==> src/dqsm_pkg.sv <==
// Shared types, codes and constants for the deque with sum and max.
`timescale 1ns / 1ps
`default_nettype none
package dqsm_pkg;

  localparam int unsigned DEPTH_DEFAULT = 16;

  typedef enum logic [1:0] {
    OP_PUSH_FRONT = 2'd0,
    OP_POP_FRONT  = 2'd1,
    OP_POP_BACK   = 2'd2
  } op_code_t;

  typedef enum logic [1:0] {
    ST_DONE  = 2'd0,
    ST_EMPTY = 2'd1,
    ST_FULL  = 2'd2
  } status_code_t;

  typedef enum logic [1:0] {
    ALU_ADD = 2'd0,
    ALU_SUB = 2'd1,
    ALU_MAX = 2'd2
  } alu_op_t;

  typedef struct packed {
    logic [1:0]         op;
    logic signed [31:0] value;
  } in_t;

  typedef struct packed {
    logic [1:0]         status;
    logic [4:0]         count;
    logic signed [31:0] total;
    logic [30:0]        largest;
  } out_t;

endpackage
`default_nettype wire

==> src/dqsm_alu.sv <==
// Shared arithmetic unit: wrapping add, wrapping subtract, signed maximum.
`timescale 1ns / 1ps
`default_nettype none
module dqsm_alu (
  input  dqsm_pkg::alu_op_t op,
  input  logic signed [31:0] a,
  input  logic signed [31:0] b,
  output logic signed [31:0] y
);
  import dqsm_pkg::*;

  always_comb begin
    unique case (op)
      ALU_ADD: y = a + b;
      ALU_SUB: y = a - b;
      ALU_MAX: y = (b > a) ? b : a;
      default: y = a;
    endcase
  end

endmodule
`default_nettype wire

==> src/dqsm_ring.sv <==
// Ring store: one write port, one read port with registered data.
`timescale 1ns / 1ps
`default_nettype none
module dqsm_ring #(
  parameter int unsigned DEPTH = dqsm_pkg::DEPTH_DEFAULT
) (
  input  logic                     clk,
  input  logic                     wr_en,
  input  logic [$clog2(DEPTH)-1:0] wr_addr,
  input  logic signed [31:0]       wr_data,
  input  logic [$clog2(DEPTH)-1:0] rd_addr,
  output logic signed [31:0]       rd_data
);
  import dqsm_pkg::*;

  logic signed [31:0] mem [DEPTH];

  always_ff @(posedge clk) begin
    if (wr_en) begin
      mem[wr_addr] <= wr_data;
    end
  end

  always_ff @(posedge clk) begin
    rd_data <= mem[rd_addr];
  end

endmodule
`default_nettype wire

==> src/deque_with_sum_and_max.sv <==
// Top level: bounded deque with running sum and max scan sequencer.
//
//  channel  | handshake         | payload
//  ---------+-------------------+---------------------------------------
//  command  | start / busy      | item   (op, value)
//  result   | done (one cycle)  | result (status, count, total, largest)
//
// Each command passes from the accept through S_SCAN, which reads and compares every
// element held after it, to the done beat in S_DONE; a removal that takes an element
// first passes through S_POPRD for its store read. The max scan reads the ring store
// once per held element through its single read port, one ahead of the compare.
// busy is high from the cycle after the accept through the done beat.
// Reset (rst, synchronous) empties the deque; store contents are not cleared.
// The receiver cannot stall: the result beat is shown for exactly one cycle.
`timescale 1ns / 1ps
`default_nettype none
module deque_with_sum_and_max #(
  parameter int unsigned DEPTH = dqsm_pkg::DEPTH_DEFAULT
) (
  input  logic           clk,
  input  logic           rst,
  input  logic           start,
  output logic           busy,
  input  dqsm_pkg::in_t  item,
  output logic           done,
  output dqsm_pkg::out_t result
);
  import dqsm_pkg::*;

  localparam int unsigned IW = $clog2(DEPTH);
  localparam int unsigned CW = $clog2(DEPTH + 1);

  typedef enum logic [3:0] {
    S_IDLE  = 4'b0001,
    S_POPRD = 4'b0010,
    S_SCAN  = 4'b0100,
    S_DONE  = 4'b1000
  } state_t;

  state_t             state;
  logic [IW-1:0]      front;
  logic [CW-1:0]      count;
  logic signed [31:0] sum;
  logic signed [31:0] best;
  logic [IW-1:0]      ptr;
  logic [CW-1:0]      issued;
  logic               rd_pend;
  logic               pop_front;
  logic [1:0]         status;

  logic               wr_en;
  logic [IW-1:0]      rd_addr;
  logic signed [31:0] rd_data;
  alu_op_t            alu_op;
  logic signed [31:0] alu_a;
  logic signed [31:0] alu_b;
  logic signed [31:0] alu_y;

  logic [IW-1:0]      front_dec;
  logic [IW-1:0]      front_inc;
  logic [IW-1:0]      ptr_inc;
  logic [CW:0]        back_raw;
  logic [IW-1:0]      back_idx;
  logic               full;
  logic               empty;
  logic [31:0]        count_ext;

  assign front_dec = (front == '0) ? IW'(DEPTH - 1) : front - 1'b1;
  assign front_inc = (front == IW'(DEPTH - 1)) ? '0 : front + 1'b1;
  assign ptr_inc   = (ptr == IW'(DEPTH - 1)) ? '0 : ptr + 1'b1;
  // back = (front + count - 1) mod DEPTH; the raw sum stays below 2*DEPTH while not empty
  assign back_raw  = (CW+1)'(front) + (CW+1)'(count) - 1'b1;
  assign back_idx  = (back_raw >= (CW+1)'(DEPTH)) ? IW'(back_raw - (CW+1)'(DEPTH))
                                                  : IW'(back_raw);
  assign full      = (count == CW'(DEPTH));
  assign empty     = (count == '0);

  assign wr_en   = (state == S_IDLE) && start && (item.op == OP_PUSH_FRONT) && !full;
  assign rd_addr = (state == S_IDLE) ? ((item.op == OP_POP_FRONT) ? front : back_idx)
                                     : ptr;

  always_comb begin
    alu_op = ALU_MAX;
    alu_a  = best;
    alu_b  = rd_data;
    unique case (state)
      S_IDLE: begin
        alu_op = ALU_ADD;
        alu_a  = sum;
        alu_b  = item.value;
      end
      S_POPRD: begin
        alu_op = ALU_SUB;
        alu_a  = sum;
        alu_b  = rd_data;
      end
      S_SCAN, S_DONE: begin
        alu_op = ALU_MAX;
      end
      default: begin
        alu_op = ALU_MAX;
      end
    endcase
  end

  dqsm_alu u_alu (
    .op (alu_op),
    .a  (alu_a),
    .b  (alu_b),
    .y  (alu_y)
  );

  dqsm_ring #(
    .DEPTH (DEPTH)
  ) u_ring (
    .clk     (clk),
    .wr_en   (wr_en),
    .wr_addr (front_dec),
    .wr_data (item.value),
    .rd_addr (rd_addr),
    .rd_data (rd_data)
  );

  always_ff @(posedge clk) begin
    if (rst) begin
      state   <= S_IDLE;
      front   <= '0;
      count   <= '0;
      sum     <= '0;
      rd_pend <= 1'b0;
    end else begin
      unique case (state)
        S_IDLE: begin
          if (start) begin
            status    <= ST_DONE;
            pop_front <= (item.op == OP_POP_FRONT);
            best      <= '0;
            issued    <= '0;
            rd_pend   <= 1'b0;
            ptr       <= front;
            state     <= S_SCAN;
            case (item.op)
              OP_PUSH_FRONT: begin
                if (full) begin
                  status <= ST_FULL;
                end else begin
                  front <= front_dec;
                  ptr   <= front_dec;
                  count <= count + 1'b1;
                  sum   <= alu_y;
                end
              end
              OP_POP_FRONT, OP_POP_BACK: begin
                if (empty) begin
                  status <= ST_EMPTY;
                end else begin
                  state <= S_POPRD;
                end
              end
              default: ;
            endcase
          end
        end
        S_POPRD: begin
          sum   <= alu_y;
          count <= count - 1'b1;
          if (pop_front) begin
            front <= front_inc;
            ptr   <= front_inc;
          end
          state <= S_SCAN;
        end
        S_SCAN: begin
          // reads go one ahead of the compare
          if (issued != count) begin
            ptr     <= ptr_inc;
            issued  <= issued + 1'b1;
            rd_pend <= 1'b1;
          end else begin
            rd_pend <= 1'b0;
          end
          if (rd_pend) begin
            best <= alu_y;
          end
          if ((issued == count) && !rd_pend) begin
            state <= S_DONE;
          end
        end
        S_DONE: begin
          state <= S_IDLE;
        end
        default: begin
          state <= S_IDLE;
        end
      endcase
    end
  end

  assign count_ext      = 32'(count);
  assign busy           = (state != S_IDLE);
  assign done           = (state == S_DONE);
  assign result.status  = status;
  assign result.count   = count_ext[4:0];
  assign result.total   = sum;
  assign result.largest = best[30:0];

endmodule
`default_nettype wire

==> config.mk <==
export PLATFORM = sky130hd
export DESIGN_NAME = deque_with_sum_and_max
export DESIGN_NICKNAME = d
export VERILOG_FILES = /design/src/dqsm_pkg.sv /design/src/dqsm_alu.sv /design/src/dqsm_ring.sv /design/src/deque_with_sum_and_max.sv
export SDC_FILE = /design/constraint.sdc
export NUM_CORES = 1
export LEC_CHECK = 0
export ABC_CLOCK_PERIOD_IN_PS = 12410
export BUFFER_PORTS_ARGS = -buffer_cell sky130_fd_sc_hd__buf_4
export CAP_MARGIN = 20
export CORE_MARGIN = 1.5
export CORE_UTILIZATION = 50
export CTS_BUF_LIST = sky130_fd_sc_hd__clkbuf_4 sky130_fd_sc_hd__clkbuf_8
export DETAILED_ROUTE_END_ITERATION = 6
export PLACE_DENSITY = 0.67
export SYNTH_ARGS = -nofsm -noshare
export SYNTH_HDL_FRONTEND = slang
export SYNTH_SLANG_ARGS = --single-unit
==> constraint.sdc <==
create_clock -name clk -period 12.41 [get_ports clk]
set_input_delay 2.482 -clock clk [delete_from_list [all_inputs] [get_ports clk]]
set_output_delay 2.482 -clock clk [all_outputs]
set_load 0.03 [all_outputs]
Word level (Yosys, flattened, before mapping):

Memory sizes are Yosys's and may differ from the RTL's. A register that Yosys moved wholly into a read port is not among the register bits.
Cells that the tools add are included.

* bits of input ports: 37
* bits in read-only memories: 0
* register bits after elaboration: 90
* bits in writable memories: 512
* bits in latches: 0
* memories: 1
* output and inout bits: 72
* word-level logic and storage cells: 114

* bitwise gates (word level): 1
* shifts and indexed selects: 0
* div/mod/pow operators: 0
* multiply operators: 0
* reductions and logical operators: 23
* add/subtract/negate cells: 11
* muxes and demuxes: 45
* magnitude comparators: 2
* equal/unequal tests: 21

Memories
* u_ring.mem: depth 16, width 32, read ports 1, clocked after memory_dff 1, write ports 1, line dqsm_ring.sv:16 `logic signed [31:0] mem [DEPTH];`

Operator list (count)
* 32-bit two-way mux: 8
* 32-bit case mux with 2 select lines: 2
* 32-bit case mux with 3 select lines: 1
* 4-bit two-way mux: 13
* 32-bit adder: 1
* 32-bit > comparator: 1
* 32-bit subtractor: 1
* 5-bit two-way mux: 5
* 4-bit case mux with 3 select lines: 2
* 5-bit case mux with 2 select lines: 2
* 4-bit equality test (second input constant): 3
* 2-bit inequality test (second input constant): 6
* 4-bit AND reduction: 3
* 5-bit by 1-bit adder with 5-bit output (second input constant): 2
* 4-bit by 1-bit adder with 4-bit output (second input constant): 2
* 2-bit case mux with 2 select lines: 2
* 4-bit case mux with 2 select lines: 1
* 4-bit by 1-bit subtractor with 4-bit output (second input constant): 2
* 4-bit by 5-bit adder with 6-bit output: 1
* 6-bit by 5-bit >= comparator with 1-bit output (second input constant): 1
* 3-bit two-way mux: 2
* 3-bit AND reduction: 2
* 6-bit by 1-bit subtractor with 6-bit output (second input constant): 1
* 5-bit equality test: 1
* other kinds (24): 38

Logic depth before layout (Yosys ltp):

* word-level depth: 10
* depth in mapped cells: 24
* depth with buffers taken out: 19

Modules after synthesis:

A second synthesis with hierarchy kept.

* cell total of the unflattened synthesis: 2126
* area total of the unflattened synthesis: 29335.6 sq um

Modules (own cells, without submodules)
* dqsm_ring: sequential area each 16015.4 sq um, cells each 838, area an instance 19835.3 sq um, instances 1
* deque_with_sum_and_max: sequential area each 2242.2 sq um, cells each 597, area an instance 5157.4 sq um, instances 1
* dqsm_alu: sequential area each 0.0 sq um, cells each 691, area an instance 4342.9 sq um, instances 1

Worst setup path before layout:

No wires, ideal clock.

* path kind: input to register
* start point: input item[0] (netlist bit)
* end point: register best[2] (data pin)
* required time: 12144 ps
* buffers on the path: 1
* cell stages on the path: 17
* setup time: 266 ps
* data arrival time: 5680 ps
* path slack: 6464 ps
* cell sequence: nand2_1 nand2_1 ha_1 inv_1 fa_1 nor2b_1 o211ai_1 a211oi_1 o31a_2 a211oi_4 a31oi_4 a31oi_4 mux2_4 buf_6 mux2_4 a21oi_2 nor2_1

* word-level cells in the longest chain between the ends: 6
* elaborated cells on any way between the ends: 8
* classes of those cells: 2 x add/sub; 1 x order compare; 5 x mux

RTL lines
* start: declaration: line deque_with_sum_and_max.sv:24 `input dqsm_pkg::in_t item,`
* 32-bit two-way mux (*): line deque_with_sum_and_max.sv:86 `unique case (state)`
* 32-bit > comparator: line dqsm_alu.sv:16 `ALU_MAX: y = (b > a) ? b : a;`
* 32-bit two-way mux: line dqsm_alu.sv:16
* 32-bit case mux with 3 select lines (*): line dqsm_alu.sv:13 `unique case (op)`
* 32-bit two-way mux (*): line deque_with_sum_and_max.sv:182 `if (rd_pend) begin`
* 32-bit case mux with 2 select lines (*): line deque_with_sum_and_max.sv:132 `unique case (state)`
* end signal: assignment: line deque_with_sum_and_max.sv:183 `best <= alu_y;`
* end: declaration: line deque_with_sum_and_max.sv:44 `logic signed [31:0] best;`

Mark *: on every way between the ends. The rest lies on a longest branch, timed or not. The select of a mux whose other input is x is not followed.
A chain may end at the register's enable or synchronous reset.

Worst setup path after layout:

* start point: register state[1]
* end point: register best[8] (data pin)

* word-level cells in the longest chain between the ends: 8
* elaborated cells on any way between the ends: 17
* classes of those cells: 2 x add/sub; 1 x order compare; 5 x eq/ne; 7 x mux; 2 x reduce/logical

RTL lines
* start: declaration: line deque_with_sum_and_max.sv:40 `state_t state;`
* start signal: assignment: line deque_with_sum_and_max.sv:126 `state <= S_IDLE;`
* start signal: assignment: line deque_with_sum_and_max.sv:141 `state <= S_SCAN;`
* start signal: assignment: line deque_with_sum_and_max.sv:157 `state <= S_POPRD;`
* 4-bit by 1-bit equality test with 1-bit output or 4-bit by 2-bit equality test with 1-bit output (tied branches): line deque_with_sum_and_max.sv:86, deque_with_sum_and_max.sv:132
* 2-bit OR reduction (no source line)
* 32-bit two-way mux: line deque_with_sum_and_max.sv:86
* 32-bit > comparator: line dqsm_alu.sv:16
* 32-bit two-way mux: line dqsm_alu.sv:16
* 32-bit case mux with 3 select lines: line dqsm_alu.sv:13
* 32-bit two-way mux: line deque_with_sum_and_max.sv:182
* 32-bit case mux with 2 select lines (*): line deque_with_sum_and_max.sv:132

Marks and branches as above.

==> flow_summary.toml <==
[timing]
slew_viol_final = 0
rsz0062_at_grt = "false"
setup_viol = 0
tns_ps = 0
finalCriticalPeriod_ps = 6547
hold_viol_final = 0
max-slew-margin-rel = 0.3284
tightest_slew_ps = 1007
fin_crit_sh = 0.5276
fmax_mhz = 152.7
finClkSkew_ps = 40.52

[min_path]
whs_endpoint = "sum[13]"
hold_start = "sum[13]"
hold-path-cell-count = 2
min-delay-path-class = "reg2reg"

[logic_synthesis]
synth_area_per_cell_sq_um = 13.96
ys_seq_elements = 634
synthCells = 2111
synth_edf_count = 556
synth_cell_type_count = 82
synthFlopType = "edfxtp_1"
synth_nets = 2234
yosysWarnings = 0
seq_area_frac_synth = 0.6197
synthArstFlopShare = 0
synth.cell_area_sq_um = 29460

[die]
die_area_sq_um = 60390
num_io_pins = 109
start_util = 0.5087
die_y_um = 245.7
core_sq_um = 57920
rows = 88
fp.dieW_um = 245.7

[grt]
grt_pass1_vias = 18340
grt_overflow = 0
use_met1 = 0.3459
antenna_found_initial = 6
grtUsageMet3 = 0.04071
grt_pass1_wl_mm = 111.6
grt_use_met2 = 0.4030
grt.busiest_layer = "met2"
grt_max_degree = 67
grt_usage = 0.2475

[detailed_routing]
routed_wl_mm = 73.72
vias_per_cell = 6.008
vias = 18400
dr.pass1.iters = 5
drc = 0
antenna_left = 0
initialDrtViolationCount = 1651
wire_per_inst_um = 24.07

[setup_path]
required_ps = 12850
slowest_stage = "mux2_4"
crit_type = "reg2reg"
rrSetupSlack_ps = 5860
ff2ff_path_depth = 20
crit_chain = "or4b_1 > buf_4 > clkinv_2 > buf_4 > nor2_4 > mux2i_1 > ha_1 > inv_1 > fa_1 > nor2b_1 > o211ai_1 > a211oi_1 > o31a_2 > a211oi_4 > a31oi_4 > a31oi_4 > mux2_4 > mux2_4 > a221oi_2 > nor2_1"
worst-path-buf-inv = 4
start_kind = "flop"
path_max_fanout = 51
cp.arrival_ps = 6980
cp-end-kind = "flop"
critPathTopFamily = "compound AO/OA/AOI/OAI gates"
cpPeakStageDelay_ps = 640
rr_startpoint = "state[1]"
r2r_end = "best[8]"

[power_and_ir_drop]
p_leak_nw = 11.75
ir_drop_uv = 106.6
power_mw = 7.240
powerDensity_nw_per_um2 = 218.9

[clock_network]
postCtsHoldBufs = 0
cts_made_buffers = 101
cts_root_buffer = "clkbuf_8"
cts_sinks = 634
clk_pin_slew_worst_paths_ps = 70
clock_path_buffers = 3
cts_tree = "yes"
cts_resized = 0
insertion_delay_ps = 710
post_cts_buffers = 0
htreeDepth = 3

[finish]
nets = 2332
synthToLayoutAreaGrowth_pct = 12.28
drive_above_1_share = 0.2165
fillers = 4663
layout_common_cells = "edfxtp_1 (556), nand2_1 (210), buf_4 (143)"
layout.cells.most_common = "edfxtp_1"

[placed_design]
gp_congestion = 0.9390
place_hpwl_mm = 43.49
place.port_buffers = 108

[job]
drv_cap = 0

[outcome]
run_status = "completed"
[flip-flops by register name, indices dropped and copies added, names as in the netlist]
name	count
u_ring.mem	512
u_ring.rd_data	32
count	5
pop_front	1
front	4
issued	5
sum	32
best	32
ptr	4
status	2
state	4
rd_pend	1
[routing by layer]
metal	vias to the layer above	routed length, um
li1	8300	-
met1	9320	32250
met2	674	35580
met3	93	4746
met4	10	1074
met5	-	66
[through the flow]
stage / area [sq um] / util / std cells / worst slack [ps] / hold slack (ps)
after global routing: 33080 / 0.5711 / 3062 / 5520 / 506.0
after detailed placement: 30990 / 0.5350 / 2871 / 5354 / 471.2
after floorplan: 29460 / - / 2111 / 6464 / 441.3
final: 33080 / 0.5711 / 3062 / 5863 / 476.5
after CTS: 33080 / 0.5711 / 3061 / 5928 / 477.0
after global placement: 30960 / 0.5346 / 2870 / 5515 / 458.1
[kinds of logic after synthesis]
family | Yosys count | synth area share
xor+xnor | 27 | 0.008027
fa+ha+maj | 86 | 0.03754
flops | 634 | 0.6197
compound gates | 442 | 0.1016
mux | 203 | 0.1239
buf+inv | 232 | 0.03465
simple gates | 487 | 0.07458
[worst min-delay path, stage by stage (launching register included)]
cell and delay, ps:
dfxtp_1 320, nand2_1 50, a21oi_1 50
[power by group]
part / internal, mW / switching, mW / leakage (nW)
Sequential: 2.44 / 0.0597 / 5.67
Clock: 0.989 / 0.818 / 1.09
Combinational: 1.14 / 1.79 / 4.99
[synthesized netlist by cell type (19+ instances only)]
library cell,n,area share
a211oi_1,57,0.015
a21oi_1,142,0.024
buf_1,20,0.0025
buf_4,34,0.0087
clkbuf_1,88,0.011
dfxtp_1,78,0.053
edfxtp_1,556,0.57
ha_1,82,0.035
inv_1,79,0.010
mux2i_1,65,0.022
mux4_2,126,0.096
nand2_1,210,0.027
nand3_1,23,0.0039
nor2_1,137,0.017
nor2b_1,42,0.0089
o211ai_1,30,0.0076
o21ai_0,61,0.010
xnor2_1,19,0.0056
[final cells by class]
type                       instances  area, sq um  area share
tap                              765        957.2     0.02894
antenna                            1        2.502  0.00007565
multi-input combinational       1245        10360      0.3131
clock buffer                     141         1772     0.05356
sequential                       634        18260      0.5520
clock inverter                    49        316.6    0.009570
inverter                          83        314.1    0.009494
timing repair buffer             144         1101     0.03329
[worst max-delay path by stage]
stage / start / endpoint / slack [ps] / cells past startpoint
6_report: state[1] / best[8] / 5860 / 20
5_1_grt: state[3] / best[10] / 5520 / 20
4_1_cts: state[1] / best[8] / 5930 / 20
3_5_place_dp: item[0] / sum[30] / 5350 / 16
3_3_place_gp: item[0] / sum[30] / 5510 / 16
2_1_floorplan: item[0] / best[2] / 6460 / 17
No activity file was read; power rests on OpenSTA's default activity.
